File: src/rtl/ipr_pkg.sv
// Shared types and constants for the influence prune/renormalize block.
// No dependencies; imported by every module of the block.
package ipr_pkg;

    localparam int BW       = 8;      // bone index width
    localparam int WW       = 17;     // Q1.16 weight width
    localparam int SW       = 20;     // sum of up to eight weights
    localparam int LW       = 4;      // influence limit register width
    localparam int Q_DEPTH  = 4;      // entry queue depth
    localparam int QPW      = 2;      // queue pointer width
    localparam int QCW      = 3;      // queue fill count width
    localparam int DIV_BITS = 17;     // quotient bits per division

    localparam logic [LW-1:0] KEEP_CAP = 4'd8;

    // register indexes on the configuration port
    localparam logic REG_MAX_INF = 1'b0;
    localparam logic REG_THRESH  = 1'b1;

    // one queued beat from the front end
    typedef struct packed {
        logic [BW-1:0] bone;
        logic [WW-1:0] weight;
        logic          last;
        logic          keep;   // entry fits in the store
    } t_entry;

    typedef enum logic [1:0] {
        ST_LOAD,
        ST_SELECT,
        ST_DIV,
        ST_EMIT
    } t_state;

endpackage

File: src/rtl/ipr_front.sv
// Front end: accepts input beats and marks entries that overflow the store.
// Depends on ipr_pkg.
module ipr_front import ipr_pkg::*; #(
    parameter int MAX_ENTRIES = 8
) (
    input  logic          i_clk,
    input  logic          i_rst_n,
    input  logic          i_push,
    input  logic          i_full,
    input  logic [BW-1:0] i_bone_in,
    input  logic [WW-1:0] i_weight_in,
    input  logic          i_last_in,
    output logic          o_wr,
    output t_entry        o_item
);

    localparam int CW = $clog2(MAX_ENTRIES + 1);

    logic [CW-1:0] r_fcnt;
    logic [CW-1:0] n_fcnt;
    logic          keep;

    assign o_wr = i_push && !i_full;
    assign keep = (r_fcnt < CW'(MAX_ENTRIES));

    assign o_item.bone   = i_bone_in;
    assign o_item.weight = i_weight_in;
    assign o_item.last   = i_last_in;
    assign o_item.keep   = keep;

    // count entries of the current vertex, restart after the last one
    always_comb begin
        n_fcnt = r_fcnt;
        if (o_wr) begin
            if (i_last_in) begin
                n_fcnt = '0;
            end else if (keep) begin
                n_fcnt = r_fcnt + CW'(1);
            end
        end
    end

    always_ff @(posedge i_clk) begin
        if (!i_rst_n) begin
            r_fcnt <= '0;
        end else begin
            r_fcnt <= n_fcnt;
        end
    end

endmodule

File: src/rtl/ipr_queue.sv
// Short entry queue between the front end and the back end.
// Depends on ipr_pkg.
module ipr_queue import ipr_pkg::*; (
    input  logic   i_clk,
    input  logic   i_rst_n,
    input  logic   i_wr,
    input  t_entry i_item,
    output logic   o_full,
    output logic   o_valid,
    input  logic   i_take,
    output t_entry o_item
);

    t_entry           r_mem [Q_DEPTH];
    logic [QPW-1:0]   r_wp;
    logic [QPW-1:0]   r_rp;
    logic [QCW-1:0]   r_cnt;
    logic             rd;

    assign o_full  = (r_cnt == QCW'(Q_DEPTH));
    assign o_valid = (r_cnt != '0);
    assign o_item  = r_mem[r_rp];
    assign rd      = i_take && o_valid;

    // store beats
    always_ff @(posedge i_clk) begin
        if (i_wr) begin
            r_mem[r_wp] <= i_item;
        end
    end

    // advance pointers and fill count
    always_ff @(posedge i_clk) begin
        if (!i_rst_n) begin
            r_wp  <= '0;
            r_rp  <= '0;
            r_cnt <= '0;
        end else begin
            if (i_wr) begin
                r_wp <= r_wp + QPW'(1);
            end
            if (rd) begin
                r_rp <= r_rp + QPW'(1);
            end
            r_cnt <= r_cnt + QCW'(i_wr) - QCW'(rd);
        end
    end

endmodule

File: src/rtl/ipr_back.sv
// Back end: sorted insert, selection, serial division and result register.
// Depends on ipr_pkg.
module ipr_back import ipr_pkg::*; #(
    parameter int MAX_ENTRIES = 8
) (
    input  logic          i_clk,
    input  logic          i_rst_n,
    input  logic          i_valid,
    input  t_entry        i_item,
    output logic          o_take,
    input  logic [LW-1:0] i_limit,
    input  logic [WW-1:0] i_thresh,
    output logic          o_empty,
    input  logic          i_pop,
    output logic [BW-1:0] o_bone_out,
    output logic [WW-1:0] o_weight_out,
    output logic          o_last_out
);

    localparam int CW = $clog2(MAX_ENTRIES + 1);
    localparam int IW = $clog2(MAX_ENTRIES);

    t_state        r_state;
    t_state        n_state;
    logic [BW-1:0] r_bone [MAX_ENTRIES];
    logic [WW-1:0] r_wt   [MAX_ENTRIES];
    logic [CW-1:0] r_cnt;
    logic [CW-1:0] r_idx;
    logic [CW-1:0] r_kept;
    logic [SW-1:0] r_sum;
    logic [SW:0]   r_rem;
    logic          r_lsb;
    logic [4:0]    r_bitcnt;
    logic [WW-1:0] r_quo;
    logic          r_out_vld;
    logic [BW-1:0] r_out_bone;
    logic [WW-1:0] r_out_wt;
    logic          r_out_last;

    logic [IW-1:0] rd_idx;
    logic [IW-1:0] nx_idx;
    logic [WW-1:0] cur_wt;
    logic [WW-1:0] nx_wt;
    logic          sel_ok;
    logic          div_done;
    logic          out_free;
    logic          emit_last;
    logic          take_beat;
    logic [SW:0]   trial;
    logic [SW:0]   diff;
    logic          qbit;
    logic [MAX_ENTRIES-1:0] ge;

    assign rd_idx    = r_idx[IW-1:0];
    assign nx_idx    = IW'(r_idx + CW'(1));
    assign cur_wt    = r_wt[rd_idx];
    assign nx_wt     = r_wt[nx_idx];
    assign out_free  = !r_out_vld || i_pop;
    assign emit_last = (r_idx + CW'(1) == r_kept);
    assign div_done  = (r_sum == '0) || (r_bitcnt == 5'(DIV_BITS - 1));
    assign take_beat = o_take && i_valid;

    // keep while under the limit; all but the first must meet the threshold
    assign sel_ok = (r_idx < r_cnt) && (r_kept < CW'(i_limit))
                    && !((cur_wt < i_thresh) && (r_kept != '0));

    // one restoring division step
    always_comb begin
        trial = {r_rem[SW-1:0], (r_bitcnt == '0) ? r_lsb : 1'b0};
        diff  = trial - {1'b0, r_sum};
        qbit  = (trial >= {1'b0, r_sum});
    end

    // stored entries at or above the new weight stay in place
    always_comb begin
        for (int j = 0; j < MAX_ENTRIES; j++) begin
            ge[j] = (CW'(j) < r_cnt) && (r_wt[j] >= i_item.weight);
        end
    end

    // next state
    always_comb begin
        n_state = r_state;
        unique case (r_state)
            ST_LOAD: begin
                if (take_beat && i_item.last) begin
                    n_state = ST_SELECT;
                end
            end
            ST_SELECT: begin
                if (!sel_ok) begin
                    n_state = ST_DIV;
                end
            end
            ST_DIV: begin
                if (div_done) begin
                    n_state = ST_EMIT;
                end
            end
            ST_EMIT: begin
                if (out_free) begin
                    n_state = emit_last ? ST_LOAD : ST_DIV;
                end
            end
            default: n_state = ST_LOAD;
        endcase
    end

    // outputs of the state machine
    always_comb begin
        o_take = (r_state == ST_LOAD);
    end

    always_ff @(posedge i_clk) begin
        if (!i_rst_n) begin
            r_state <= ST_LOAD;
        end else begin
            r_state <= n_state;
        end
    end

    // insert beats in descending weight order, stable on ties
    always_ff @(posedge i_clk) begin
        if (take_beat && i_item.keep) begin
            for (int j = 0; j < MAX_ENTRIES; j++) begin
                if (!ge[j]) begin
                    if (j == 0 || ge[(j == 0) ? 0 : j - 1]) begin
                        r_bone[j] <= i_item.bone;
                        r_wt[j]   <= i_item.weight;
                    end else begin
                        r_bone[j] <= r_bone[(j == 0) ? 0 : j - 1];
                        r_wt[j]   <= r_wt[(j == 0) ? 0 : j - 1];
                    end
                end
            end
        end
    end

    // sequence selection and division
    always_ff @(posedge i_clk) begin
        if (!i_rst_n) begin
            r_cnt  <= '0;
            r_idx  <= '0;
            r_kept <= '0;
            r_sum  <= '0;
        end else begin
            unique case (r_state)
                ST_LOAD: begin
                    if (take_beat && i_item.keep) begin
                        r_cnt <= r_cnt + CW'(1);
                    end
                    r_idx  <= '0;
                    r_kept <= '0;
                    r_sum  <= '0;
                end
                ST_SELECT: begin
                    if (sel_ok) begin
                        r_sum  <= r_sum + SW'(cur_wt);
                        r_kept <= r_kept + CW'(1);
                        r_idx  <= r_idx + CW'(1);
                    end else begin
                        r_idx <= '0;
                    end
                end
                ST_DIV: begin
                end
                ST_EMIT: begin
                    if (out_free) begin
                        r_idx <= r_idx + CW'(1);
                        if (emit_last) begin
                            r_cnt <= '0;
                        end
                    end
                end
                default: begin
                end
            endcase
        end
    end

    // load the divider and step it one quotient bit a cycle
    always_ff @(posedge i_clk) begin
        if (r_state == ST_SELECT && !sel_ok) begin
            r_rem    <= (SW + 1)'(r_wt[0] >> 1);
            r_lsb    <= r_wt[0][0];
            r_bitcnt <= '0;
            r_quo    <= '0;
        end else if (r_state == ST_EMIT && out_free) begin
            r_rem    <= (SW + 1)'(nx_wt >> 1);
            r_lsb    <= nx_wt[0];
            r_bitcnt <= '0;
            r_quo    <= '0;
        end else if (r_state == ST_DIV) begin
            if (r_sum == '0) begin
                r_quo <= cur_wt;
            end else begin
                r_rem    <= qbit ? diff : trial;
                r_quo    <= {r_quo[WW-2:0], qbit};
                r_bitcnt <= r_bitcnt + 5'd1;
            end
        end
    end

    // hold the result until popped
    always_ff @(posedge i_clk) begin
        if (!i_rst_n) begin
            r_out_vld <= 1'b0;
        end else if (r_state == ST_EMIT && out_free) begin
            r_out_vld <= 1'b1;
        end else if (i_pop) begin
            r_out_vld <= 1'b0;
        end
    end

    always_ff @(posedge i_clk) begin
        if (r_state == ST_EMIT && out_free) begin
            r_out_bone <= r_bone[rd_idx];
            r_out_wt   <= r_quo;
            r_out_last <= emit_last;
        end
    end

    assign o_empty      = !r_out_vld;
    assign o_bone_out   = r_out_bone;
    assign o_weight_out = r_out_wt;
    assign o_last_out   = r_out_last;

endmodule

File: src/rtl/influence_prune_renormalize.sv
// Top level of the influence prune/renormalize block: config port and wiring.
// Depends on ipr_pkg, ipr_front, ipr_queue and ipr_back.

// Entries of a vertex enter one per cycle through a four-beat queue, unless
// the queue is full or the back end is still busy with an earlier vertex,
// and are inserted in descending weight order (stable on ties) as they
// arrive. After the last entry the back end selects the kept entries one at
// a time, then divides each kept weight by the kept sum in a serial divider
// and hands each result to the output register, which holds it until
// popped. Entries beyond MAX_ENTRIES are dropped; a zero kept sum passes the
// weights unchanged.
module influence_prune_renormalize import ipr_pkg::*; #(
    parameter int MAX_ENTRIES = 8
) (
    input  logic          i_clk,
    input  logic          i_rst_n,
    input  logic          i_push,
    output logic          o_full,
    input  logic [BW-1:0] i_bone_in,
    input  logic [WW-1:0] i_weight_in,
    input  logic          i_last_in,
    output logic          o_empty,
    input  logic          i_pop,
    output logic [BW-1:0] o_bone_out,
    output logic [WW-1:0] o_weight_out,
    output logic          o_last_out,
    input  logic          psel,
    input  logic          penable,
    input  logic          pwrite,
    input  logic [2:0]    paddr,
    input  logic [31:0]   pwdata,
    output logic [31:0]   prdata,
    output logic          pready
);

    logic [LW-1:0] r_max_inf;
    logic [WW-1:0] r_thresh;
    logic [LW-1:0] limit;
    logic          cfg_wr;
    logic          q_wr;
    logic          q_valid;
    logic          q_take;
    t_entry        f_item;
    t_entry        q_item;

    assign pready = 1'b1;
    assign cfg_wr = psel && penable && pwrite && pready;

    // write configuration registers
    always_ff @(posedge i_clk) begin
        if (!i_rst_n) begin
            r_max_inf <= KEEP_CAP;
            r_thresh  <= '0;
        end else if (cfg_wr) begin
            if (paddr[2] == REG_MAX_INF) begin
                r_max_inf <= pwdata[LW-1:0];
            end else begin
                r_thresh <= pwdata[WW-1:0];
            end
        end
    end

    assign prdata = (paddr[2] == REG_THRESH) ? {{(32 - WW){1'b0}}, r_thresh}
                                             : {{(32 - LW){1'b0}}, r_max_inf};

    // clamp the limit to one through eight
    always_comb begin
        priority if (r_max_inf == '0) begin
            limit = LW'(1);
        end else if (r_max_inf > KEEP_CAP) begin
            limit = KEEP_CAP;
        end else begin
            limit = r_max_inf;
        end
    end

    ipr_front #(.MAX_ENTRIES(MAX_ENTRIES)) u_front (
        .i_clk       (i_clk),
        .i_rst_n     (i_rst_n),
        .i_push      (i_push),
        .i_full      (o_full),
        .i_bone_in   (i_bone_in),
        .i_weight_in (i_weight_in),
        .i_last_in   (i_last_in),
        .o_wr        (q_wr),
        .o_item      (f_item)
    );

    ipr_queue u_queue (
        .i_clk   (i_clk),
        .i_rst_n (i_rst_n),
        .i_wr    (q_wr),
        .i_item  (f_item),
        .o_full  (o_full),
        .o_valid (q_valid),
        .i_take  (q_take),
        .o_item  (q_item)
    );

    ipr_back #(.MAX_ENTRIES(MAX_ENTRIES)) u_back (
        .i_clk        (i_clk),
        .i_rst_n      (i_rst_n),
        .i_valid      (q_valid),
        .i_item       (q_item),
        .o_take       (q_take),
        .i_limit      (limit),
        .i_thresh     (r_thresh),
        .o_empty      (o_empty),
        .i_pop        (i_pop),
        .o_bone_out   (o_bone_out),
        .o_weight_out (o_weight_out),
        .o_last_out   (o_last_out)
    );

`ifndef NO_ASSERTIONS
    // a renormalized weight never exceeds one
    a_weight_le_one: assert property (@(posedge i_clk) disable iff (!i_rst_n)
        !o_empty |-> (o_weight_out <= WW'(65536)))
        else $error("result weight above one");

    // reset leaves no result waiting
    a_reset_empty: assert property (@(posedge i_clk)
        !i_rst_n |=> o_empty)
        else $error("result pending after reset");

    // the clamped limit stays in range
    a_limit_range: assert property (@(posedge i_clk) disable iff (!i_rst_n)
        (limit != '0) && (limit <= KEEP_CAP))
        else $error("influence limit out of range");
`endif

endmodule
File: config.mk
export PLATFORM = sky130hd
export DESIGN_NAME = influence_prune_renormalize
export DESIGN_NICKNAME = d
export VERILOG_FILES = /design/src/rtl/ipr_pkg.sv /design/src/rtl/ipr_front.sv /design/src/rtl/ipr_queue.sv /design/src/rtl/ipr_back.sv /design/src/rtl/influence_prune_renormalize.sv
export SDC_FILE = /design/constraint.sdc
export NUM_CORES = 1
export LEC_CHECK = 0
export BUFFER_PORTS_ARGS = -buffer_cell sky130_fd_sc_hd__buf_2
export CAP_MARGIN = 5
export CORE_MARGIN = 2
export CORE_UTILIZATION = 35
export DETAILED_ROUTE_END_ITERATION = 10
export REMOVE_ABC_BUFFERS = 1
export SLEW_MARGIN = 20
export SYNTH_ARGS = -nofsm -noshare
export SYNTH_HDL_FRONTEND = slang
export SYNTH_SLANG_ARGS = --single-unit
File: constraint.sdc
create_clock -name i_clk -period 5 [get_ports i_clk]
set_clock_uncertainty 0.05 [all_clocks]
set_input_delay 1 -clock i_clk [delete_from_list [all_inputs] [get_ports i_clk]]
set_output_delay 1 -clock i_clk [all_outputs]
set_load 0.1 [all_outputs]
Yosys cells after proc, flatten, opt, wreduce, memory -nomap -nowiden
Memories as Yosys holds them, arrays and structs flattened. A register that Yosys moved wholly into a read port is not among the register bits.
Index checks and enable logic that the tools add are counted.
W data, S select, Z words.
Storage, ports and cells
  flip-flop bits (word level): 128
  logic and storage cells: 244
  memory bits (writable): 308
  input bits: 68
  output and inout bits: 61
  memories kept: 3
Operators by class
  bitwise operators: 16
  magnitude comparators: 22
  reduce and logical (&&, ||, !) cells: 48
  muxes and demuxes: 111
  add/subtract/negate cells: 11
  equality and inequality tests: 14
Memories
  u_back.r_wt: words 8, width 17, read ports 10, clocked after memory_dff 1, write ports 8, line ipr_back.sv:26  | logic [WW-1:0] r_wt [MAX_ENTRIES];
  u_queue.r_mem: words 4, width 27, read ports 1, clocked after memory_dff 1, write ports 1, line ipr_queue.sv:14  | t_entry r_mem [Q_DEPTH];
  u_back.r_bone: words 8, width 8, read ports 8, clocked after memory_dff 1, write ports 8, line ipr_back.sv:25  | logic [BW-1:0] r_bone [MAX_ENTRIES];
Operators by type and width (number)
  $mux W17: 9
  $ge A17 B17 Y1: 8
  $mux W1: 65
  $mux W16: 4
  $mux W8: 7
  $mux W20: 2
  $mux W4: 10
  $pmux W20 S2: 1
  $ge A21 B20 Y1: 1
  $add A20 B17 Y20: 1
  $logic_not A20 Y1: 1
  $sub A20 B20 Y20: 1
  $logic_and A1 B1 Y1: 19
  $lt A17 B17 Y1: 1
  $add A4 B1 Y4 const B: 4
  $lt A3 B4 Y1 const A: 4
  $pmux W4 S2: 2
  $mux W2: 7
  $or A1 B1 Y1: 14
  $reduce_and A2 Y1: 7
  $pmux W4 S3: 1
  $reduce_bool A2 Y1: 5
  $reduce_bool A3 Y1: 3
  $lt A1 B4 Y1 const A: 2
  27 further kinds: 43

Longest topological paths before layout
Gate-level depths: netlist (run 1).
  depth after elaboration: 10
  depth in mapped cells: 14

Modules after synthesis
From an unflattened synthesis (run 1), not the netlist that was laid out.
Unflattened totals
  cell total of the unflattened synthesis: 2061
  area total of the unflattened synthesis: 26653.1 um2
By module, submodules not included
  ipr_back: cells an instance 1693, instances 1, area each 20678.6 um2
  ipr_queue: cells an instance 185, instances 1, area each 4416.7 um2
  influence_prune_renormalize: cells an instance 131, instances 1, area each 1157.4 um2
  ipr_front: cells an instance 52, instances 1, area each 400.4 um2

Worst setup path after synthesis (run 1)
Ideal clock, no wire load.
  kind: reg2reg
  start point: reg (tool-made name)
  end point: mem u_back.r_bone[7][0], data pin
  path slack: -287 ps
  arrival time: 4977 ps
  library setup time: 260 ps
  cell stages (with the launch flop): 14
  data required time: 4690 ps
  path through: dfxtp_1 -> buf_2 -> buf_1 -> mux4_2 -> inv_1 -> ha_1 -> a21o_1 -> nand3_1 -> a21oi_1 -> o21ba_2 -> o31ai_2 -> nand2_1 -> buf_2 -> mux2_2
RTL lines (line)
  end: declaration: ipr_back.sv:25

==> impl_summary.log, run 1 <==
[metrics] min-delay worst type: reg2reg
[metrics] tightest hold margin: 0.4015 ns
[metrics] number of global-route vias before repair: ~18000
[metrics] period utilization: about nine tenths
[metrics] root buffer selected by CTS: sky130_fd_sc_hd__clkbuf_16
[metrics] fin cells: 3255
[metrics] number of instances in the synthesized netlist: 2098
[metrics] share of final-layout standard cells stronger than drive strength 1: between 20% and 30%
[metrics] Worst Path Max Fanout: 27
[metrics] TritonCTS Buffers: 51
[metrics] async set-or-reset flop fraction in the synthesized netlist: 0%
[metrics] P_leak: between 10 and 15 nW
[metrics] design internal power: 14.32 mW
[metrics] DR WL/cell: approximately 23 um
[metrics] peak clock frequency supported by timing: around 220 MHz
[metrics] proportion of synthesized chip area in sequential cells: 47.78%
[metrics] post-cts sizing count: 0
[metrics] die outline width: 277.4 um
[metrics] status: finished, final reports clean
[metrics] HPWL after detailed placement: 54.09 mm
[metrics] source of the worst hold timing path: u_back.r_quo[16]$_SDFFE_PP0P_
[metrics] Util after Layout: 40.33%
[metrics] Sink Count: roughly 450
[metrics] average size of a mapped cell: 12.47 um2
[metrics] combinational group share of total power: 54.3%
[metrics] number of vias per cell after detailed routing: 5.583
[metrics] post-route design area: roughly 30000 um2
[metrics] TritonCTS clock tree: built
[metrics] number of placement rows: 100
[metrics] last weighted congestion value of the routability-driven placer: roughly 0.94
[metrics] number of detailed-route iterations in the first pass: 5
[metrics] areal power density over the cells: between 800 and 900 nW/um2
[metrics] WP data arrival: 4.76 ns
[metrics] Worst Setup End Kind: flip-flop
[metrics] Max-Cap Viols: 0
[metrics] Setup Total Neg Slack: 0 ns
[metrics] number of nets with antenna violations after detailed routing: 0
[metrics] post-placement cell area: 28260 um2
[metrics] part of the power in the clock network: 15.2%
[metrics] DR DRC count: 0
[metrics] CTS max path bufs: 3
[metrics] Post-synth EDFFs: ~350
[metrics] area of the die: approximately 77000 um2
[metrics] launching element type of the critical path: flip-flop
[metrics] Hold Violations, Final: 0
[metrics] latest clock arrival within the worst-skew pair: 0.62 ns
[metrics] Post-CTS Hold Buffers: 0
[metrics] maximum number of pins on one net before global-route repair: 56
[metrics] worst vdd ir: 0.4697 mV
[metrics] number of antenna violations at the first check in global routing: 0
[metrics] FF+latch count, synth: 449
[metrics] Setup Crit Path Kind: reg2reg
[metrics] count of H-tree levels built during CTS: 2
[metrics] core outline area: 74200 um2
[metrics] Initial Utilization: 35.27%
[metrics] Sw Ratio: 41.93%
[metrics] unrepaired setup endpoints after global routing: no
[metrics] leading cell types in the layout, fill and taps excluded: 351 x sky130_fd_sc_hd__edfxtp_1, 209 x sky130_fd_sc_hd__ha_1, 203 x sky130_fd_sc_hd__mux2_2
[metrics] Antenna diodes: 0
[metrics] final net count: 2524
[metrics] DR iter-0 viols: approximately 1300
[metrics] leading cell type in the layout, fill and taps excluded: sky130_fd_sc_hd__edfxtp_1
[metrics] Clock Pin Slew Worst Setup and Hold Paths: 0.06 ns
[metrics] top_reg_cell synth: sky130_fd_sc_hd__edfxtp_1
[metrics] Critical Path RT: 5.28 ns
[metrics] pins over their slew limit: 0
[metrics] Setup Viol. Count Final: 0
[metrics] switching power: roughly 10 mW
[metrics] via total after detailed routing: 18170
[metrics] area growth from synthesis to final layout: 14.35%
[metrics] aggregate global routing overflow: 0
[metrics] height of the chip: 277.4 um
[metrics] Rel. slew slack: about a third
[metrics] library cells used by synthesis: 84
[metrics] fraction of power consumed by sequential logic: 30.5%
[metrics] input/output buffers: 95
[metrics] worst slew pin tran: 0.9937 ns
[metrics] routed wire length: 76.44 mm
[metrics] global-route wire length before repair: 115.1 mm
[metrics] final critical-path required period: 4.479 ns
[metrics] instance count after placement with tap cells included: around 3200
[metrics] count of yosys warnings during synthesis: 0
[metrics] Total GRT Usage: 19.62%
[metrics] Ports: 129
[metrics] area of the mapped netlist: ~26000 um2
[metrics] number of setup buffers added after CTS: 0
## critical path: stages, from the launching register on
cell,delay [ns]
sky130_fd_sc_hd__dfxtp_2,0.34
sky130_fd_sc_hd__buf_12,0.26
sky130_fd_sc_hd__mux4_2,0.66
sky130_fd_sc_hd__inv_1,0.32
sky130_fd_sc_hd__ha_1,0.31
sky130_fd_sc_hd__a21oi_1,0.15
sky130_fd_sc_hd__o21ai_0,0.20
sky130_fd_sc_hd__a2111oi_0,0.71
sky130_fd_sc_hd__o21a_1,0.22
sky130_fd_sc_hd__o21ai_0,0.08
sky130_fd_sc_hd__o221ai_1,0.15
sky130_fd_sc_hd__nand2_1,0.12
sky130_fd_sc_hd__buf_4,0.27
sky130_fd_sc_hd__mux2_2,0.31
## sequential cells by signal (all words and copies together) (netlist names), named ones only
name and flops:
u_back.o_weight_out 17, u_back.r_bitcnt 5, u_queue.r_rp 2, u_queue.r_wp 2, u_back.r_quo 17, u_back.r_idx 4
u_back.r_rem 20, u_back.r_bone 64, u_back.o_last_out 1, r_thresh 17, u_back.r_cnt 4, u_queue.r_cnt 3
u_back.r_wt 136, u_back.o_bone_out 8, u_back.r_state 2, u_back.r_kept 4, r_max_inf 4, u_back.r_sum 20
u_queue.r_mem 108, u_front.r_fcnt 4, u_back.r_lsb 1, u_back.r_out_vld 1
## Yosys cell counts, drive strengths merged, types with 46 or more instances
master / n / area share (%)
nand2: 161 / 2.3
clkbuf: 46 / 0.66
ha: 210 / 10
o21ai: 71 / 1.4
buf: 53 / 1.2
a21oi: 131 / 2.5
nor2: 119 / 1.7
inv: 91 / 1.3
dfxtp: 98 / 7.5
mux4: 111 / 9.6
edfxtp: 351 / 40
mux2: 203 / 8.7
## layer usage
metal / part of all wire [%] / global-route usage [%] / up-vias
met2: 49 / 33.46 / 560
met4: 2.3 / 4.989 / 0
met5: 0 / 0 / -
li1: - / - / 8302
met3: 6.1 / 3.302 / 108
met1: 43 / 25.86 / 9202
## power groups by stage
stage	logic, mW	clock network (mW)	registers [mW]
2_1_floorplan	8.83	0	7.19
3_3_place_gp	13.1	0	7.48
3_5_place_dp	13.3	0	7.55
4_1_cts	13.4	3.85	7.48
5_1_grt	14.6	3.98	7.65
6_report	13.4	3.75	7.52
## logic make-up (layout without fill, tap and decap cells)
group | after synthesis | after routing | synth area share (%)
XOR/XNOR | 50 | 50 | 1.674
adder cells (fa/ha/maj) | 213 | 213 | 10.27
buffers and inverters | 191 | 365 | 3.151
flip-flops | 449 | 449 | 47.78
AO/OA/AOI/OAI | 373 | 373 | 9.066
multiplexers | 341 | 341 | 19.32
other | 2 | 16 | 0.02870
AND/OR/NAND/NOR | 479 | 479 | 8.712
## per-stage QoR
step,setup WS [ns],power [mW]
floorplan,-0.9863,16.02
global placement,0.5428,20.53
detailed placement,0.5366,20.88
CTS,0.5150,24.73
global route,0.3480,26.25
finish,0.5205,24.67
## path summary, 6_finish.rpt
check                                      endpoint  slack, ns  depth (start not counted)
hold reg to reg   u_back.o_weight_out[16]$_DFFE_PP_       0.40                          0
setup reg to reg        u_back.r_wt[6][0]$_DFFE_PP_       0.52                         13
hold / removal    u_back.o_weight_out[16]$_DFFE_PP_       0.40                          0
setup / recovery        u_back.r_wt[6][0]$_DFFE_PP_       0.52                         13
## area by class of cell
cell class / instances / area, um2
fill: 6910 / 44270
clock buffer: 58 / 1303
inverter: 92 / 345.3
clock inverter: 38 / 356.6
multi-input combinational: 1472 / 12970
timing repair buffer: 177 / 1229
tap: 969 / 1212
sequential: 449 / 12510
(Power assumes the default switching activity.)
==> run 2, diff against run 1 <==
--- a/config.mk
+++ b/config.mk
@@ -5,11 +5,12 @@
 export SDC_FILE = /design/constraint.sdc
 export NUM_CORES = 1
 export LEC_CHECK = 0
-export BUFFER_PORTS_ARGS = -buffer_cell sky130_fd_sc_hd__buf_2
 export CAP_MARGIN = 5
 export CORE_MARGIN = 2
 export CORE_UTILIZATION = 35
 export DETAILED_ROUTE_END_ITERATION = 10
+export DONT_BUFFER_PORTS = 1
+export HOLD_SLACK_MARGIN = 0.02
 export REMOVE_ABC_BUFFERS = 1
 export SLEW_MARGIN = 20
 export SYNTH_ARGS = -nofsm -noshare
==> impl_summary.log, run 2 (synthesis gave the netlist of run 1 again) <==
[metrics] status: finished, final reports clean
[metrics] Post-CTS Hold Buffers: 0
[metrics] Reg-to-Reg End: u_back.r_wt[3][1]$_DFFE_PP_
[metrics] Setup Viol. Count Final: 0
[metrics] number of nets with antenna violations after detailed routing: 0
[metrics] share of final-layout standard cells stronger than drive strength 1: 23.43%
[metrics] Post-Place Setup Slack: 0.5513 ns
[metrics] peak clock frequency supported by timing: 223.5 MHz
[metrics] FF-to-FF setup slack: between 0.5 and 0.6 ns
[metrics] area of the die: between 70000 and 80000 um2
[metrics] DR DRC count: 0
[metrics] leading cell type in the layout, fill and taps excluded: sky130_fd_sc_hd__edfxtp_1
[metrics] latest clock arrival within the worst-skew pair: 0.63 ns
[metrics] count of H-tree levels built during CTS: 2
[metrics] aggregate global routing overflow: 0
[metrics] Hold Violations, Final: 0
[metrics] TritonCTS clock tree: built
[metrics] number of global-route vias before repair: 17890
[metrics] Critical Path RT: between 5 and 6 ns
[metrics] number of setup buffers added after CTS: 0
[metrics] TritonCTS Buffers: 53
[metrics] area growth from synthesis to final layout: 12.91%
[metrics] worst slew pin tran: 1.132 ns
[metrics] final net count: between 2000 and 2500
[metrics] Worst Setup End Kind: flip-flop
[metrics] number of detailed-route iterations in the first pass: 5
[metrics] global-route wire length before repair: 113.9 mm
[metrics] last weighted congestion value of the routability-driven placer: 0.9123
[metrics] instance count after placement with tap cells included: 3054
[metrics] post-route design area: 29550 um2
[metrics] core outline area: 74200 um2
[metrics] pins over their slew limit: 0
[metrics] fill count: 6946
[metrics] number of placement rows: 100
[metrics] Total GRT Usage: 19.47%
[metrics] HPWL after detailed placement: roughly 53 mm
[metrics] post-placement cell area: 27760 um2
[metrics] number of cells traversed by the worst register-to-register path: 13
[metrics] root buffer selected by CTS: sky130_fd_sc_hd__clkbuf_16
[metrics] number of instances on the worst hold path: 0
[metrics] height of the chip: roughly 280 um
[metrics] input/output buffers: 0
[metrics] DR iter-0 viols: 1238
[metrics] die outline width: 277.4 um
[metrics] final critical-path required period: 4.474 ns
[metrics] Max-Cap Viols: 0
[metrics] number of vias per cell after detailed routing: 5.673
[metrics] leading cell types in the layout, fill and taps excluded: 351 x sky130_fd_sc_hd__edfxtp_1, 209 x sky130_fd_sc_hd__ha_1, 203 x sky130_fd_sc_hd__mux2_2
[metrics] WP data arrival: 4.76 ns
[metrics] routed wire length: 76.10 mm
[metrics] post-cts sizing count: 0
[metrics] largest registers ranked by flip-flop count: u_back.r_wt: 136 flops, u_queue.r_mem: 108 flops, u_back.r_bone: 64 flops
[metrics] number of flip-flops under the largest register name: 136
[metrics] Rel. slew slack: about a quarter
[metrics] Initial Utilization: 35.27%
[metrics] CTS max path bufs: 3
[metrics] number of antenna violations at the first check in global routing: 2
[metrics] Setup Total Neg Slack: 0 ns
[metrics] unrepaired setup endpoints after global routing: no
[metrics] Setup Crit Path Kind: reg2reg
[metrics] Ports: 129
[metrics] source of the worst hold timing path: u_back.r_quo[16]$_SDFFE_PP0P_
[metrics] endpoint of the worst hold path: u_back.o_weight_out[16]$_DFFE_PP_
[metrics] Clock Pin Slew Worst Setup and Hold Paths: 0.06 ns
[metrics] Sink Count: ~450
[metrics] maximum number of pins on one net before global-route repair: 70
[metrics] fin cells: 3154
[metrics] final worst setup slack: 0.5259 ns
[metrics] launching element type of the critical path: flip-flop
[metrics] most flop-heavy register: u_back.r_wt
[metrics] Antenna diodes: 0
[metrics] Worst Path Max Fanout: 25
[metrics] DR WL/cell: 24.13 um
[metrics] min-delay worst type: reg2reg
[metrics] via total after detailed routing: about 18000
[metrics] period utilization: 89.48%
## run 2: per-stage QoR
| step | utilization, % | hold WS, ns |
|---|---|---|
| floorplan | - | 0.3586 |
| global placement | 37.42 | 0.3737 |
| detailed placement | 37.42 | 0.3699 |
| CTS | 39.82 | 0.3810 |
| global route | 39.82 | 0.3869 |
| finish | 39.82 | 0.3906 |
## run 2: per-layer routing
layer	part of all wire (%)	GRT usage [%]	wire length [um]
met4	3.4	6.619	2565
met1	42	24.82	31610
met5	0.046	0	35
met2	48	32.97	36910
met3	6.5	3.891	4978
## run 2: how the worst max path moves through the flow
stage | start | endpoint | slack [ns] | cells after the start
after floorplan | flip-flop | u_back.r_bone[7][0]$_DFFE_PP_ | -0.99 | 10
after global placement | flip-flop | u_back.r_bone[3][5]$_DFFE_PP_ | 0.60 | 13
after detailed placement | flip-flop | u_back.r_wt[3][9]$_DFFE_PP_ | 0.55 | 13
after CTS | flip-flop | u_back.r_wt[3][1]$_DFFE_PP_ | 0.50 | 13
after global routing | flip-flop | u_back.r_wt[6][2]$_DFFE_PP_ | 0.31 | 14
final | flip-flop | u_back.r_wt[3][1]$_DFFE_PP_ | 0.53 | 13
## run 2: critical path, cell delays in order, from the launching register on
cell and delay, ns:
sky130_fd_sc_hd__dfxtp_2 0.44, sky130_fd_sc_hd__buf_12 0.26, sky130_fd_sc_hd__mux4_2 0.64, sky130_fd_sc_hd__inv_1 0.31, sky130_fd_sc_hd__ha_1 0.31, sky130_fd_sc_hd__a21oi_1 0.14, sky130_fd_sc_hd__o21ai_0 0.17, sky130_fd_sc_hd__a211oi_1 0.27
sky130_fd_sc_hd__a211oi_1 0.14, sky130_fd_sc_hd__o31ai_1 0.36, sky130_fd_sc_hd__nor2_1 0.15, sky130_fd_sc_hd__nor3_4 0.24, sky130_fd_sc_hd__buf_12 0.26, sky130_fd_sc_hd__mux2_2 0.36
## run 2: final cells by class
class,instances,area [um2],share of cell area [%]
sequential,449,12510,42.33
tap,969,1212,4.103
clock inverter,38,350.3,1.186
timing repair buffer,72,723.2,2.448
clock buffer,62,1433,4.849
inverter,92,345.3,1.169
multi-input combinational,1472,12980,43.92
Power of run 2 is not shown: default switching activity piles up to over one toggle a cycle in this logic, so the estimate is an artifact.
==> run 3, diff against run 2 <==
--- a/config.mk
+++ b/config.mk
@@ -5,6 +5,7 @@
 export SDC_FILE = /design/constraint.sdc
 export NUM_CORES = 1
 export LEC_CHECK = 0
+export ABC_AREA = 1
 export CAP_MARGIN = 5
 export CORE_MARGIN = 2
 export CORE_UTILIZATION = 35
==> impl_summary.log, run 3 <==
[metrics] FF+latch count, synth: 449
[metrics] sequence of cells on the critical path: buf_4 -> nand2_1 -> a32oi_1 -> inv_1 -> ha_1 -> a21oi_1 -> o21ai_0 -> nand2_1 -> nand3_1 -> nand2_1 -> nand4_1 -> nand2_2 -> buf_4 -> nand3_2 -> buf_4 -> nand2_1 -> nand2_1
[metrics] proportion of synthesized chip area in sequential cells: 44.96%
[metrics] Critical Path RT: 5.30 ns
[metrics] number of cells traversed by the worst register-to-register path: 17
[metrics] most numerous cell in the Yosys netlist: sky130_fd_sc_hd__nand2_1
[metrics] die outline width: 285.9 um
[metrics] Max-Cap Viols: 0
[metrics] Setup Crit Path Kind: reg2reg
[metrics] DR DRC count: 0
[metrics] fill count: between 8000 and 9000
[metrics] post-route design area: 30810 um2
[metrics] count of H-tree levels built during CTS: 2
[metrics] DR WL/cell: 19.83 um
[metrics] height of the chip: 285.9 um
[metrics] post-synthesis cell type with the largest combined area: sky130_fd_sc_hd__edfxtp_1
[metrics] WP data arrival: 4.93 ns
[metrics] TritonCTS clock tree: built
[metrics] Sequential Area: 12510 um2
[metrics] number of vias per cell after detailed routing: 5.409
[metrics] number of detailed-route iterations in the first pass: 8
[metrics] Reg-to-Reg End: u_back.r_wt[2][5]$_DFFE_PP_
[metrics] status: finished, final reports clean
[metrics] Post-synth EDFFs: 351
[metrics] FF-to-FF setup slack: 0.37 ns
[metrics] leading cell type in the layout, fill and taps excluded: sky130_fd_sc_hd__nand2_1
[metrics] aggregate global routing overflow: 0
[metrics] Clock Pin Slew Worst Setup and Hold Paths: 0.06 ns
[metrics] pins over their slew limit: 0
[metrics] leading post-synthesis cells by cell area: sky130_fd_sc_hd__edfxtp_1 38%, sky130_fd_sc_hd__nand2_1 12%, sky130_fd_sc_hd__ha_1 9.4%
[metrics] Top delay family on crit path: buffers and inverters
[metrics] delay of the slowest cell on the worst path: 0.58 ns
[metrics] Post-CTS Hold Buffers: 0
[metrics] share of final-layout standard cells stronger than drive strength 1: about 6.5%
[metrics] worst setup path end: u_back.r_wt[2][5]$_DFFE_PP_
[metrics] input/output buffers: 0
[metrics] worst slew pin tran: 1.114 ns
[metrics] average size of a mapped cell: 8.194 um2
[metrics] largest registers ranked by flip-flop count: u_back.r_wt: 136 flops, u_queue.r_mem: 108 flops, u_back.r_bone: 64 flops
[metrics] Hold Violations, Final: 0
[metrics] tightest hold margin: 0.3912 ns
[metrics] Worst Path Max Fanout: 38
[metrics] top_reg_cell synth: sky130_fd_sc_hd__edfxtp_1
[metrics] HPWL after detailed placement: 64.09 mm
[metrics] Crit. path cell count: 17
[metrics] latest clock arrival within the worst-skew pair: 0.63 ns
[metrics] multi-input combinational cell area: 13490 um2
[metrics] most used cell along the critical path: sky130_fd_sc_hd__nand2_1
[metrics] number of placement rows: 103
[metrics] number of instances in the synthesized netlist: 3394
[metrics] maximum number of pins on one net before global-route repair: 87
[metrics] critical path buffer and inverter count: 4
[metrics] post-placement cell area: 29080 um2
[metrics] DR iter-0 viols: 2348
[metrics] share of the synthesized area in the top cell type: a little under two fifths
[metrics] TritonCTS Buffers: 50
[metrics] root buffer selected by CTS: sky130_fd_sc_hd__clkbuf_16
[metrics] unrepaired setup endpoints after global routing: no
[metrics] Worst Setup End Kind: flip-flop
[metrics] period utilization: approximately 90%
[metrics] CTS max path bufs: 3
[metrics] library cells used by synthesis: 54
[metrics] Synth top cells by count: 853 x sky130_fd_sc_hd__nand2_1, 351 x sky130_fd_sc_hd__edfxtp_1, 321 x sky130_fd_sc_hd__o21ai_0, 282 x sky130_fd_sc_hd__a21oi_1, 282 x sky130_fd_sc_hd__nor2_1
[metrics] number of setup buffers added after CTS: 0
[metrics] most flop-heavy register: u_back.r_wt
[metrics] Max stage delay cell, worst path: sky130_fd_sc_hd__a32oi_1
[metrics] min-delay worst type: reg2reg
[metrics] Sink Count: 449
[metrics] via total after detailed routing: 24190
[metrics] last weighted congestion value of the routability-driven placer: around 0.94
[metrics] leading cell types in the layout, fill and taps excluded: 852 x sky130_fd_sc_hd__nand2_1, 351 x sky130_fd_sc_hd__edfxtp_1, 317 x sky130_fd_sc_hd__o21ai_0
[metrics] number of nets with antenna violations after detailed routing: 0
[metrics] Rel. slew slack: 25.76%
[metrics] number of flip-flops under the largest register name: approximately 140
[metrics] final critical-path required period: 4.635 ns
[metrics] final net count: 3663
[metrics] Total GRT Usage: 21.25%
[metrics] area of the mapped netlist: 27810 um2
[metrics] global-route wire length before repair: 134.6 mm
[metrics] Util after Layout: 39.07%
[metrics] launching element type of the critical path: flip-flop
[metrics] number of antenna violations at the first check in global routing: 2
[metrics] core outline area: 78870 um2
[metrics] Ports: 129
[metrics] post-cts sizing count: 0
[metrics] area of the die: 81720 um2
[metrics] Initial Utilization: approximately a third
[metrics] count of yosys warnings during synthesis: 0
[metrics] area growth from synthesis to final layout: 10.80%
[metrics] Setup Viol. Count Final: 0
[metrics] number of global-route vias before repair: 22530
[metrics] source of the worst hold timing path: u_back.r_quo[16]$_SDFFE_PP0P_
[metrics] async set-or-reset flop fraction in the synthesized netlist: 0%
[metrics] routed wire length: ~89 mm
[metrics] peak clock frequency supported by timing: roughly 220 MHz
[metrics] Antenna diodes: 0
-- run 3: how the worst min path moves through the flow --
stage | to | slack [ns] | depth (start not counted)
finish | u_back.o_weight_out[16]$_DFFE_PP_ | 0.39 | 0
global route | u_queue.r_mem[2][13]$_DFFE_PP_ | 0.40 | 0
CTS | u_front.r_fcnt[2]$_SDFFE_PN0P_ | 0.39 | 1
detailed placement | u_back.o_weight_out[16]$_DFFE_PP_ | 0.38 | 0
global placement | u_back.o_weight_out[16]$_DFFE_PP_ | 0.37 | 0
floorplan | u_back.o_weight_out[8]$_DFFE_PP_ | 0.36 | 0
-- run 3: through the flow --
step / std cells / worst slack, ns / setup TNS, ns
after floorplan: 3242 / -0.4374 / -18.58
after global placement: 4380 / 0.3590 / 0
after detailed placement: 4380 / 0.3100 / 0
after CTS: 4473 / 0.2689 / 0
after global routing: 4473 / 0.02889 / 0
final: 4473 / 0.3650 / 0
-- run 3: layer usage --
metal | track usage (%) | up-vias | part of all wire [%]
met5 | 0 | - | 0.025
met4 | 7.683 | 4 | 3.6
met3 | 3.166 | 159 | 8.3
met2 | 34.39 | 920 | 45
met1 | 28.84 | 11410 | 43
li1 | - | 11700 | -
-- run 3: final cells by class --
class	instances	share of cell area, %
clock buffers	62	4.239
multi-input cells	2513	43.78
flip-flops and latches	449	40.59
repair buffers	88	2.307
well taps	1050	4.264
inverters	280	3.427
clock inverters	31	1.389
-- run 3: kinds of logic (layout without fill, tap and decap cells) --
family | count (synthesis) | count (layout) | share of synthesized area, %
adders and majority gates | 213 | 213 | 9.664
AOI/OAI and AO/OA | 741 | 741 | 14.50
buffers and inverters | 446 | 461 | 7.014
and+or+nand+nor | 1514 | 1514 | 22.92
other | 2 | 16 | 0.02701
xor gates and xnor gates | 29 | 29 | 0.9133
DFF | 449 | 449 | 44.96
-- run 3: worst reg2reg max path, stage by stage (launching register included) --
cell and delay (ns):
sky130_fd_sc_hd__dfxtp_2 0.54, sky130_fd_sc_hd__buf_4 0.44, sky130_fd_sc_hd__nand2_1 0.10, sky130_fd_sc_hd__a32oi_1 0.58, sky130_fd_sc_hd__inv_1 0.44, sky130_fd_sc_hd__ha_1 0.33, sky130_fd_sc_hd__a21oi_1 0.15, sky130_fd_sc_hd__o21ai_0 0.11
sky130_fd_sc_hd__nand2_1 0.07, sky130_fd_sc_hd__nand3_1 0.08, sky130_fd_sc_hd__nand2_1 0.06, sky130_fd_sc_hd__nand4_1 0.36, sky130_fd_sc_hd__nand2_2 0.29, sky130_fd_sc_hd__buf_4 0.23, sky130_fd_sc_hd__nand3_2 0.09, sky130_fd_sc_hd__buf_4 0.28
sky130_fd_sc_hd__nand2_1 0.13, sky130_fd_sc_hd__nand2_1 0.05
Power of run 3 is left out for the same reason.
